$ cat src/design/aefp_pkg.sv
// Shared types and constants for the absolute encoder frame parser.
package aefp_pkg;

  localparam logic [7:0] FRAME_START = 8'h8D;
  localparam logic [7:0] SIGN_PLUS   = 8'h2D;
  localparam logic [7:0] SIGN_MINUS  = 8'h2B;
  localparam logic [7:0] VALID_MARK  = 8'hAC;

  localparam logic [3:0] IDX_SIGN   = 4'd2;
  localparam logic [3:0] IDX_TURN0  = 4'd4;
  localparam logic [3:0] IDX_TURN1  = 4'd5;
  localparam logic [3:0] IDX_TURN2  = 4'd6;
  localparam logic [3:0] IDX_TURN3  = 4'd7;
  localparam logic [3:0] IDX_MARK   = 4'd8;
  localparam logic [3:0] IDX_ANGLE0 = 4'd9;
  localparam logic [3:0] IDX_ANGLE1 = 4'd10;
  localparam logic [3:0] IDX_ANGLE2 = 4'd11;
  localparam logic [3:0] IDX_LAST   = 4'd12;

  localparam int FIFO_DEPTH = 4;
  localparam int FIFO_AW    = $clog2(FIFO_DEPTH);

  localparam int IN_TDATA_W  = 8;
  localparam int OUT_TDATA_W = 64;
  localparam int POS_W       = 28;
  localparam int VAL_W       = 15;
  localparam int TURN_SHIFT  = 12;

  typedef struct packed {
    logic       sign_neg;
    logic [3:0] turn_d0;
    logic [3:0] turn_d1;
    logic [3:0] turn_d2;
    logic [3:0] turn_d3;
    logic [3:0] ang_d0;
    logic [3:0] ang_d1;
    logic [3:0] ang_d2;
    logic [3:0] ang_d3;
  } frame_rec_t;

  function automatic logic [VAL_W-1:0] four_digits(logic [3:0] d0, logic [3:0] d1,
                                                   logic [3:0] d2, logic [3:0] d3);
    logic [VAL_W-1:0] acc;
    acc = VAL_W'(d0) * VAL_W'(1000) + VAL_W'(d1) * VAL_W'(100)
        + VAL_W'(d2) * VAL_W'(10) + VAL_W'(d3);
    return acc;
  endfunction

endpackage

$ cat src/design/aefp_front.sv
// Front end: frame tracking, field capture and sign update per received byte.
module aefp_front (
  input  logic                   clk,
  input  logic                   rst_n,
  input  logic                   byte_valid,
  input  logic [7:0]             byte_data,
  output logic                   rec_push,
  output aefp_pkg::frame_rec_t   rec_data
);

  logic [3:0] byte_index_r, byte_index_nxt;
  logic       in_frame_r, in_frame_nxt;
  logic       sign_neg_r, sign_neg_nxt;
  logic [7:0] sign_byte_r;
  logic       mark_r;
  logic [3:0] turn_d0_r, turn_d1_r, turn_d2_r, turn_d3_r;
  logic [3:0] ang_d0_r, ang_d1_r, ang_d2_r;
  logic       active;
  logic       closing;

  assign active  = byte_valid && (in_frame_r || byte_data == aefp_pkg::FRAME_START);
  assign closing = active && byte_index_r == aefp_pkg::IDX_LAST;

  always_comb begin
    byte_index_nxt = byte_index_r;
    in_frame_nxt   = in_frame_r;
    sign_neg_nxt   = sign_neg_r;
    if (active) begin
      if (closing) begin
        byte_index_nxt = '0;
        in_frame_nxt   = 1'b0;
        if (sign_byte_r == aefp_pkg::SIGN_PLUS) begin
          sign_neg_nxt = 1'b0;
        end else if (sign_byte_r == aefp_pkg::SIGN_MINUS) begin
          sign_neg_nxt = 1'b1;
        end
      end else begin
        byte_index_nxt = byte_index_r + 4'd1;
        in_frame_nxt   = 1'b1;
      end
    end
  end

  always_ff @(posedge clk) begin
    if (!rst_n) begin
      byte_index_r <= '0;
      in_frame_r   <= 1'b0;
      sign_neg_r   <= 1'b0;
    end else begin
      byte_index_r <= byte_index_nxt;
      in_frame_r   <= in_frame_nxt;
      sign_neg_r   <= sign_neg_nxt;
    end
  end

  always_ff @(posedge clk) begin
    if (active) begin
      case (byte_index_r)
        aefp_pkg::IDX_SIGN:   sign_byte_r <= byte_data;
        aefp_pkg::IDX_TURN0:  turn_d0_r   <= byte_data[3:0];
        aefp_pkg::IDX_TURN1:  turn_d1_r   <= byte_data[3:0];
        aefp_pkg::IDX_TURN2:  turn_d2_r   <= byte_data[3:0];
        aefp_pkg::IDX_TURN3:  turn_d3_r   <= byte_data[3:0];
        aefp_pkg::IDX_MARK:   mark_r      <= (byte_data == aefp_pkg::VALID_MARK);
        aefp_pkg::IDX_ANGLE0: ang_d0_r    <= byte_data[3:0];
        aefp_pkg::IDX_ANGLE1: ang_d1_r    <= byte_data[3:0];
        aefp_pkg::IDX_ANGLE2: ang_d2_r    <= byte_data[3:0];
        default: ;
      endcase
    end
  end

  assign rec_push = closing && mark_r;

  always_comb begin
    rec_data.sign_neg = sign_neg_nxt;
    rec_data.turn_d0  = turn_d0_r;
    rec_data.turn_d1  = turn_d1_r;
    rec_data.turn_d2  = turn_d2_r;
    rec_data.turn_d3  = turn_d3_r;
    rec_data.ang_d0   = ang_d0_r;
    rec_data.ang_d1   = ang_d1_r;
    rec_data.ang_d2   = ang_d2_r;
    rec_data.ang_d3   = byte_data[3:0];
  end

endmodule

$ cat src/design/aefp_fifo.sv
// Small register queue of decoded frame records between front and back end.
module aefp_fifo (
  input  logic                 clk,
  input  logic                 rst_n,
  input  logic                 push,
  input  aefp_pkg::frame_rec_t push_data,
  output logic                 full,
  output logic                 pop_valid,
  input  logic                 pop,
  output aefp_pkg::frame_rec_t pop_data
);

  aefp_pkg::frame_rec_t mem_r [aefp_pkg::FIFO_DEPTH];
  logic [aefp_pkg::FIFO_AW-1:0] wr_ptr_r, rd_ptr_r;
  logic [aefp_pkg::FIFO_AW:0]   count_r, count_nxt;
  logic                         do_push, do_pop;

  assign full      = (count_r == (aefp_pkg::FIFO_AW+1)'(aefp_pkg::FIFO_DEPTH));
  assign pop_valid = (count_r != '0);
  assign do_push   = push && !full;
  assign do_pop    = pop && pop_valid;
  assign pop_data  = mem_r[rd_ptr_r];

  always_comb begin
    count_nxt = count_r;
    if (do_push && !do_pop) begin
      count_nxt = count_r + 1'b1;
    end else if (do_pop && !do_push) begin
      count_nxt = count_r - 1'b1;
    end
  end

  always_ff @(posedge clk) begin
    if (!rst_n) begin
      wr_ptr_r <= '0;
      rd_ptr_r <= '0;
      count_r  <= '0;
    end else begin
      count_r <= count_nxt;
      if (do_push) begin
        wr_ptr_r <= wr_ptr_r + 1'b1;
      end
      if (do_pop) begin
        rd_ptr_r <= rd_ptr_r + 1'b1;
      end
    end
  end

  always_ff @(posedge clk) begin
    if (do_push) begin
      mem_r[wr_ptr_r] <= push_data;
    end
  end

endmodule

$ cat src/design/aefp_back.sv
// Back end: digit weighting, signed position and output register.
module aefp_back (
  input  logic                          clk,
  input  logic                          rst_n,
  input  logic                          rec_valid,
  input  aefp_pkg::frame_rec_t          rec_data,
  output logic                          rec_pop,
  output logic                          out_valid,
  input  logic                          out_ready,
  output logic [aefp_pkg::POS_W-1:0]    out_position,
  output logic [aefp_pkg::VAL_W-1:0]    out_turns,
  output logic [aefp_pkg::VAL_W-1:0]    out_angle,
  output logic                          out_sign_minus
);

  logic                       s1_valid_r;
  logic [aefp_pkg::VAL_W-1:0] s1_turns_r, s1_angle_r;
  logic                       s1_sign_r;
  logic                       s1_adv, out_adv;
  logic                       out_valid_r;
  logic [aefp_pkg::POS_W-1:0] pos_r, pos_nxt, scaled;
  logic [aefp_pkg::VAL_W-1:0] turns_r, angle_r;
  logic                       sign_r;

  assign out_adv = !out_valid_r || out_ready;
  assign s1_adv  = !s1_valid_r || out_adv;
  assign rec_pop = rec_valid && s1_adv;

  always_comb begin
    scaled  = aefp_pkg::POS_W'(s1_turns_r) << aefp_pkg::TURN_SHIFT;
    pos_nxt = s1_sign_r ? ('0 - scaled - aefp_pkg::POS_W'(s1_angle_r))
                        : (scaled - aefp_pkg::POS_W'(s1_angle_r));
  end

  always_ff @(posedge clk) begin
    if (!rst_n) begin
      s1_valid_r  <= 1'b0;
      out_valid_r <= 1'b0;
    end else begin
      if (s1_adv) begin
        s1_valid_r <= rec_valid;
      end
      if (out_adv) begin
        out_valid_r <= s1_valid_r;
      end
    end
  end

  always_ff @(posedge clk) begin
    if (rec_pop) begin
      s1_turns_r <= aefp_pkg::four_digits(rec_data.turn_d0, rec_data.turn_d1,
                                          rec_data.turn_d2, rec_data.turn_d3);
      s1_angle_r <= aefp_pkg::four_digits(rec_data.ang_d0, rec_data.ang_d1,
                                          rec_data.ang_d2, rec_data.ang_d3);
      s1_sign_r  <= rec_data.sign_neg;
    end
    if (out_adv && s1_valid_r) begin
      pos_r   <= pos_nxt;
      turns_r <= s1_turns_r;
      angle_r <= s1_angle_r;
      sign_r  <= s1_sign_r;
    end
  end

  assign out_valid      = out_valid_r;
  assign out_position   = pos_r;
  assign out_turns      = turns_r;
  assign out_angle      = angle_r;
  assign out_sign_minus = sign_r;

endmodule

$ cat src/design/abs_encoder_frame_parser_unit.sv
// Top level of the absolute encoder frame parser.
//
// Input stream: one received link byte per beat on in_tdata. A byte 0x8D opens
// a 13-byte frame; at the thirteenth byte the frame closes, the sign is taken
// from byte 2, and a result is queued when byte 8 is 0xAC.
// Output stream: one beat per valid frame carrying position, turns, angle and
// the sign flag.
// Throughput: one byte per cycle. in_tready drops only while the four-entry
// record queue is full, which takes a receiver stall of several frames.
// Path: after the beat of the closing byte a result passes through the queue,
// the digit weighting stage and the output register before out_tvalid rises.
// Reset (rst_n low, synchronous): no frame open, sign +1, queue and output
// empty.
// Receiver stall: out_tdata holds while out_tready is low; records build up in
// the queue and bytes keep being taken until the queue fills.
module abs_encoder_frame_parser_unit (
  input  logic                                clk,
  input  logic                                rst_n,
  input  logic                                in_tvalid,
  output logic                                in_tready,
  input  logic [aefp_pkg::IN_TDATA_W-1:0]     in_tdata,   // [7:0] rx_byte
  output logic                                out_tvalid,
  input  logic                                out_tready,
  output logic [aefp_pkg::OUT_TDATA_W-1:0]    out_tdata   // [27:0] position,
                                                          // [42:28] turns,
                                                          // [57:43] angle,
                                                          // [58] sign_minus,
                                                          // [63:59] zero
);

  logic                       fifo_full;
  logic                       rec_push, rec_valid, rec_pop;
  aefp_pkg::frame_rec_t       rec_in, rec_out;
  logic [aefp_pkg::POS_W-1:0] position;
  logic [aefp_pkg::VAL_W-1:0] turns, angle;
  logic                       sign_minus;

  assign in_tready = !fifo_full;

  aefp_front u_front (
    .clk       (clk),
    .rst_n     (rst_n),
    .byte_valid(in_tvalid && in_tready),
    .byte_data (in_tdata),
    .rec_push  (rec_push),
    .rec_data  (rec_in)
  );

  aefp_fifo u_fifo (
    .clk      (clk),
    .rst_n    (rst_n),
    .push     (rec_push),
    .push_data(rec_in),
    .full     (fifo_full),
    .pop_valid(rec_valid),
    .pop      (rec_pop),
    .pop_data (rec_out)
  );

  aefp_back u_back (
    .clk           (clk),
    .rst_n         (rst_n),
    .rec_valid     (rec_valid),
    .rec_data      (rec_out),
    .rec_pop       (rec_pop),
    .out_valid     (out_tvalid),
    .out_ready     (out_tready),
    .out_position  (position),
    .out_turns     (turns),
    .out_angle     (angle),
    .out_sign_minus(sign_minus)
  );

  assign out_tdata = {5'd0, sign_minus, angle, turns, position};

endmodule
$ cat config.mk
export PLATFORM = sky130hd
export DESIGN_NAME = abs_encoder_frame_parser_unit
export DESIGN_NICKNAME = d
export VERILOG_FILES = /design/src/design/aefp_pkg.sv /design/src/design/aefp_front.sv /design/src/design/aefp_fifo.sv /design/src/design/aefp_back.sv /design/src/design/abs_encoder_frame_parser_unit.sv
export SDC_FILE = /design/constraint.sdc
export NUM_CORES = 1
export LEC_CHECK = 0
export ABC_AREA = 0
export BUFFER_PORTS_ARGS = -buffer_cell sky130_fd_sc_hd__buf_2
export CORE_UTILIZATION = 62
export DETAILED_ROUTE_END_ITERATION = 10
export GPL_TIMING_DRIVEN = 0
export HOLD_SLACK_MARGIN = 0.12
export PLACE_DENSITY = 0.81
export SLEW_MARGIN = 20
export SYNTH_ARGS = -nofsm -noshare
export SYNTH_HDL_FRONTEND = slang
export SYNTH_SLANG_ARGS = --single-unit
$ cat constraint.sdc
create_clock -name clk -period 7.4 [get_ports clk]
set_input_delay 0.74 -clock clk [delete_from_list [all_inputs] [get_ports clk]]
set_output_delay 0.74 -clock clk [all_outputs]
set_load 0.01 [all_outputs]
==> impl_metrics.py <==
metrics = {
    "clocking": {
        "clkSlewWorstSetupHoldPaths_ps": 60,
        "htreeDepth": 1,
        "post_cts_resized": 0,
        "holdBufCountCts": 0,
        "cts_made_buffers": 27,
        "cts.sinks": 275,
        "clockBufferDepth": 3,
        "post-cts-setup-buffers": 0,
        "clk_latency_ps": 550,
        "cts-root-buf": "clkbuf_16",
        "cts_tree": "built",
    },
    "grt": {
        "grtUsageMet1": 0.303,
        "grt_pass1_wl_um": 45100,
        "first_global_vias": 9020,
        "grt_max_degree": 32,
        "grt_util_all_layers": 0.234,
        "overflow": 0,
        "use_met3": 0.0269,
        "busiest_layer": "met2",
        "grtUsageMet2": 0.414,
        "antenna_found_initial": 0,
    },
    "timing": {
        "worst_clock_skew_ps": 19.8,
        "rsz0062_at_grt": "false",
        "slew_headroom": 0.375,
        "fin_tns_setup_ps": 0,
        "finalCritPeriodShare": 0.859,
        "slew_viol_final": 0,
        "final_hold_viol_count": 0,
        "tightest_slew_ps": 938,
        "min_period_ps": 6360,
        "fmax_mhz": 157,
        "setup_violations": 0,
        "fin_ws_ps": 1040,
    },
    "critical_path": {
        "critPathCaptureType": "flip-flop",
        "crit_path_frequent_cell": "ha_1",
        "rr_endpoint": "u_back.s1_angle_r[13]$_DFFE_PP_",
        "crit_cells": 20,
        "required_ps": 7670,
        "critPathTopFamily": "adder cells",
        "path_max_fanout": 10,
        "worstSetupPathType": "reg -> reg",
        "crit_slowest_cell": "buf_1",
        "crit_buf_inv": 5,
        "arrival_ps": 6620,
        "ff2ff_setup_slack_ps": 1040,
        "cp-start-kind": "flip-flop",
        "slowest_delay_ps": 590,
        "worstPathCellList": "clkbuf_1 -> buf_1 -> clkbuf_1 -> mux4_2 -> ha_1 -> ha_1 -> inv_1 -> fa_1 -> fa_1 -> inv_1 -> ha_1 -> ha_1 -> nor2b_1 -> o21ai_0 -> nand2b_1 -> and2_1 -> o21a_1 -> o41ai_1 -> o21ai_0 -> xor2_1",
        "reg2reg_depth": 20,
    },
    "place": {
        "hpwl_um": 20400,
        "place_congestion": 0.938,
        "portBuffers": 72,
        "post-place-ws_ps": 1090,
    },
    "synth": {
        "synthesis.area_mm2": 0.0152,
        "synth_edf_count": 258,
        "yosys.area.top_type": "edfxtp_1",
        "yosys_warnings": 0,
        "synthArstFlopShare": 0,
        "yosysTopAreaCellShare": 0.511,
        "synth_flop_cell": "edfxtp_1",
        "synthTopCellsByCount": "edfxtp_1 (258), ha_1 (165), inv_1 (146)",
        "syn_avg_cell_area_um2": 13.3,
        "synthCells": 1141,
        "yosys-top-cells-area": "edfxtp_1 (51%), ha_1 (14%), fa_1 (4.6%)",
        "synthDistinctLibCells": 62,
        "ys_ff_latch": 275,
        "synth.most_common_cell": "edfxtp_1",
        "yosysSeqAreaShare": 0.533,
    },
    "final_layout": {
        "antenna-diode-count": 0,
        "drive_gt1_frac": 0.136,
        "n_fill_cell": 1534,
        "syn2layout_area_growth_pct": 12.0,
        "nNetsFinal": 1465,
    },
    "outcome": {
        "outcome": "completed",
    },
    "die": {
        "start_util": 0.639,
        "coreArea_mm2": 0.0238,
        "chipWidth_um": 158,
        "rows": 56,
        "dieArea_mm2": 0.0251,
        "die_height_um": 158,
        "io_pins": 78,
    },
    "worst_hold_path": {
        "hold_depth": 1,
        "worstHoldStart": "in_tdata[7]",
        "hold_class": "in -> reg",
        "whs_endpoint": "u_front.sign_byte_r[7]$_DFFE_PP_",
    },
    "detailed_routing": {
        "vias_per_cell": 5.56,
        "drt_pass1_iterations": 5,
        "drc": 0,
        "first_iter_violations": 529,
        "wl_per_cell_um": 17.4,
        "ant_nets": 0,
        "vias": 8860,
        "finalWirelength_um": 27800,
    },
    "job": {
        "max_cap_viol_count": 0,
    },
}
[worst max path at each step]
| stage | start | end | slack (ps) |
|---|---|---|---|
| global placement | flip-flop | u_back.s1_angle_r[13]$_DFFE_PP_ | 1100 |
| floorplan | flip-flop | u_back.s1_angle_r[13]$_DFFE_PP_ | 1930 |
| CTS | flip-flop | u_back.s1_angle_r[13]$_DFFE_PP_ | 1010 |
| detailed placement | flip-flop | u_back.s1_angle_r[13]$_DFFE_PP_ | 1090 |
| finish | flip-flop | u_back.s1_angle_r[13]$_DFFE_PP_ | 1040 |
| global route | flip-flop | u_back.s1_angle_r[13]$_DFFE_PP_ | 740 |
[sequential cells by signal, indices dropped and copies added (netlist names), 8 cells and up, named ones only]
register	flops
u_fifo.mem_r	132
u_back.out_position	27
u_back.out_angle	15
u_back.out_turns	15
u_back.s1_angle_r	15
u_back.s1_turns_r	15
u_front.sign_byte_r	8
[layout make-up]
cell class / instances / area, µm² / share of cell area
Clock buffer: 39 / 751 / 0.0442
Multi-Input combinational cell: 701 / 6470 / 0.380
Sequential cell: 275 / 8090 / 0.476
Timing Repair Buffer: 79 / 508 / 0.0299
Buffer: 23 / 114 / 0.00670
Tap cell: 319 / 399 / 0.0235
Inverter: 146 / 548 / 0.0322
Clock inverter: 11 / 121 / 0.00714
[placed cells by master (no fill, tap or decap), types with 22 or more instances in the layout]
master / Yosys / layout
a21oi_1: 53 / 52
buf_2: 1 / 73
clkbuf_16: 0 / 27
edfxtp_1: 258 / 258
fa_1: 35 / 35
ha_1: 165 / 165
inv_1: 146 / 146
mux4_2: 31 / 31
nand2_1: 39 / 39
nor2_1: 64 / 64
o21ai_0: 32 / 32
xnor2_1: 62 / 62
xor2_1: 22 / 22
[metal layers]
metal	part of all wire	vias up
met1	0.43	4238
li1	-	4314
met2	0.50	257
met3	0.045	51
met5	0	-
met4	0.026	0
[cells by family (layout without fill, tap and decap cells)]
family | Yosys count | after routing | synth area share
flip-flops | 275 | 275 | 0.533
AND/OR/NAND/NOR | 201 | 201 | 0.0657
adder cells (fa/ha/maj) | 200 | 200 | 0.182
AO/OA/AOI/OAI | 170 | 170 | 0.0738
buffers and inverters | 169 | 298 | 0.0436
XOR/XNOR | 84 | 84 | 0.0485
multiplexers | 41 | 41 | 0.0528
other | 1 | 5 | 0.000247
[per-stage QoR]
stage,cell area (µm²),util,std cells,hold slack (ps)
5_1_grt,17000,0.715,1593,379
6_report,17000,0.715,1593,393
2_1_floorplan,15200,-,1145,426
4_1_cts,17000,0.715,1593,381
3_3_place_gp,15900,0.671,1536,470
3_5_place_dp,16100,0.679,1543,456
Power is left out: the tool's default activity adds up to more than one toggle a clock period on the data nets, which glitch-free logic cannot reach.
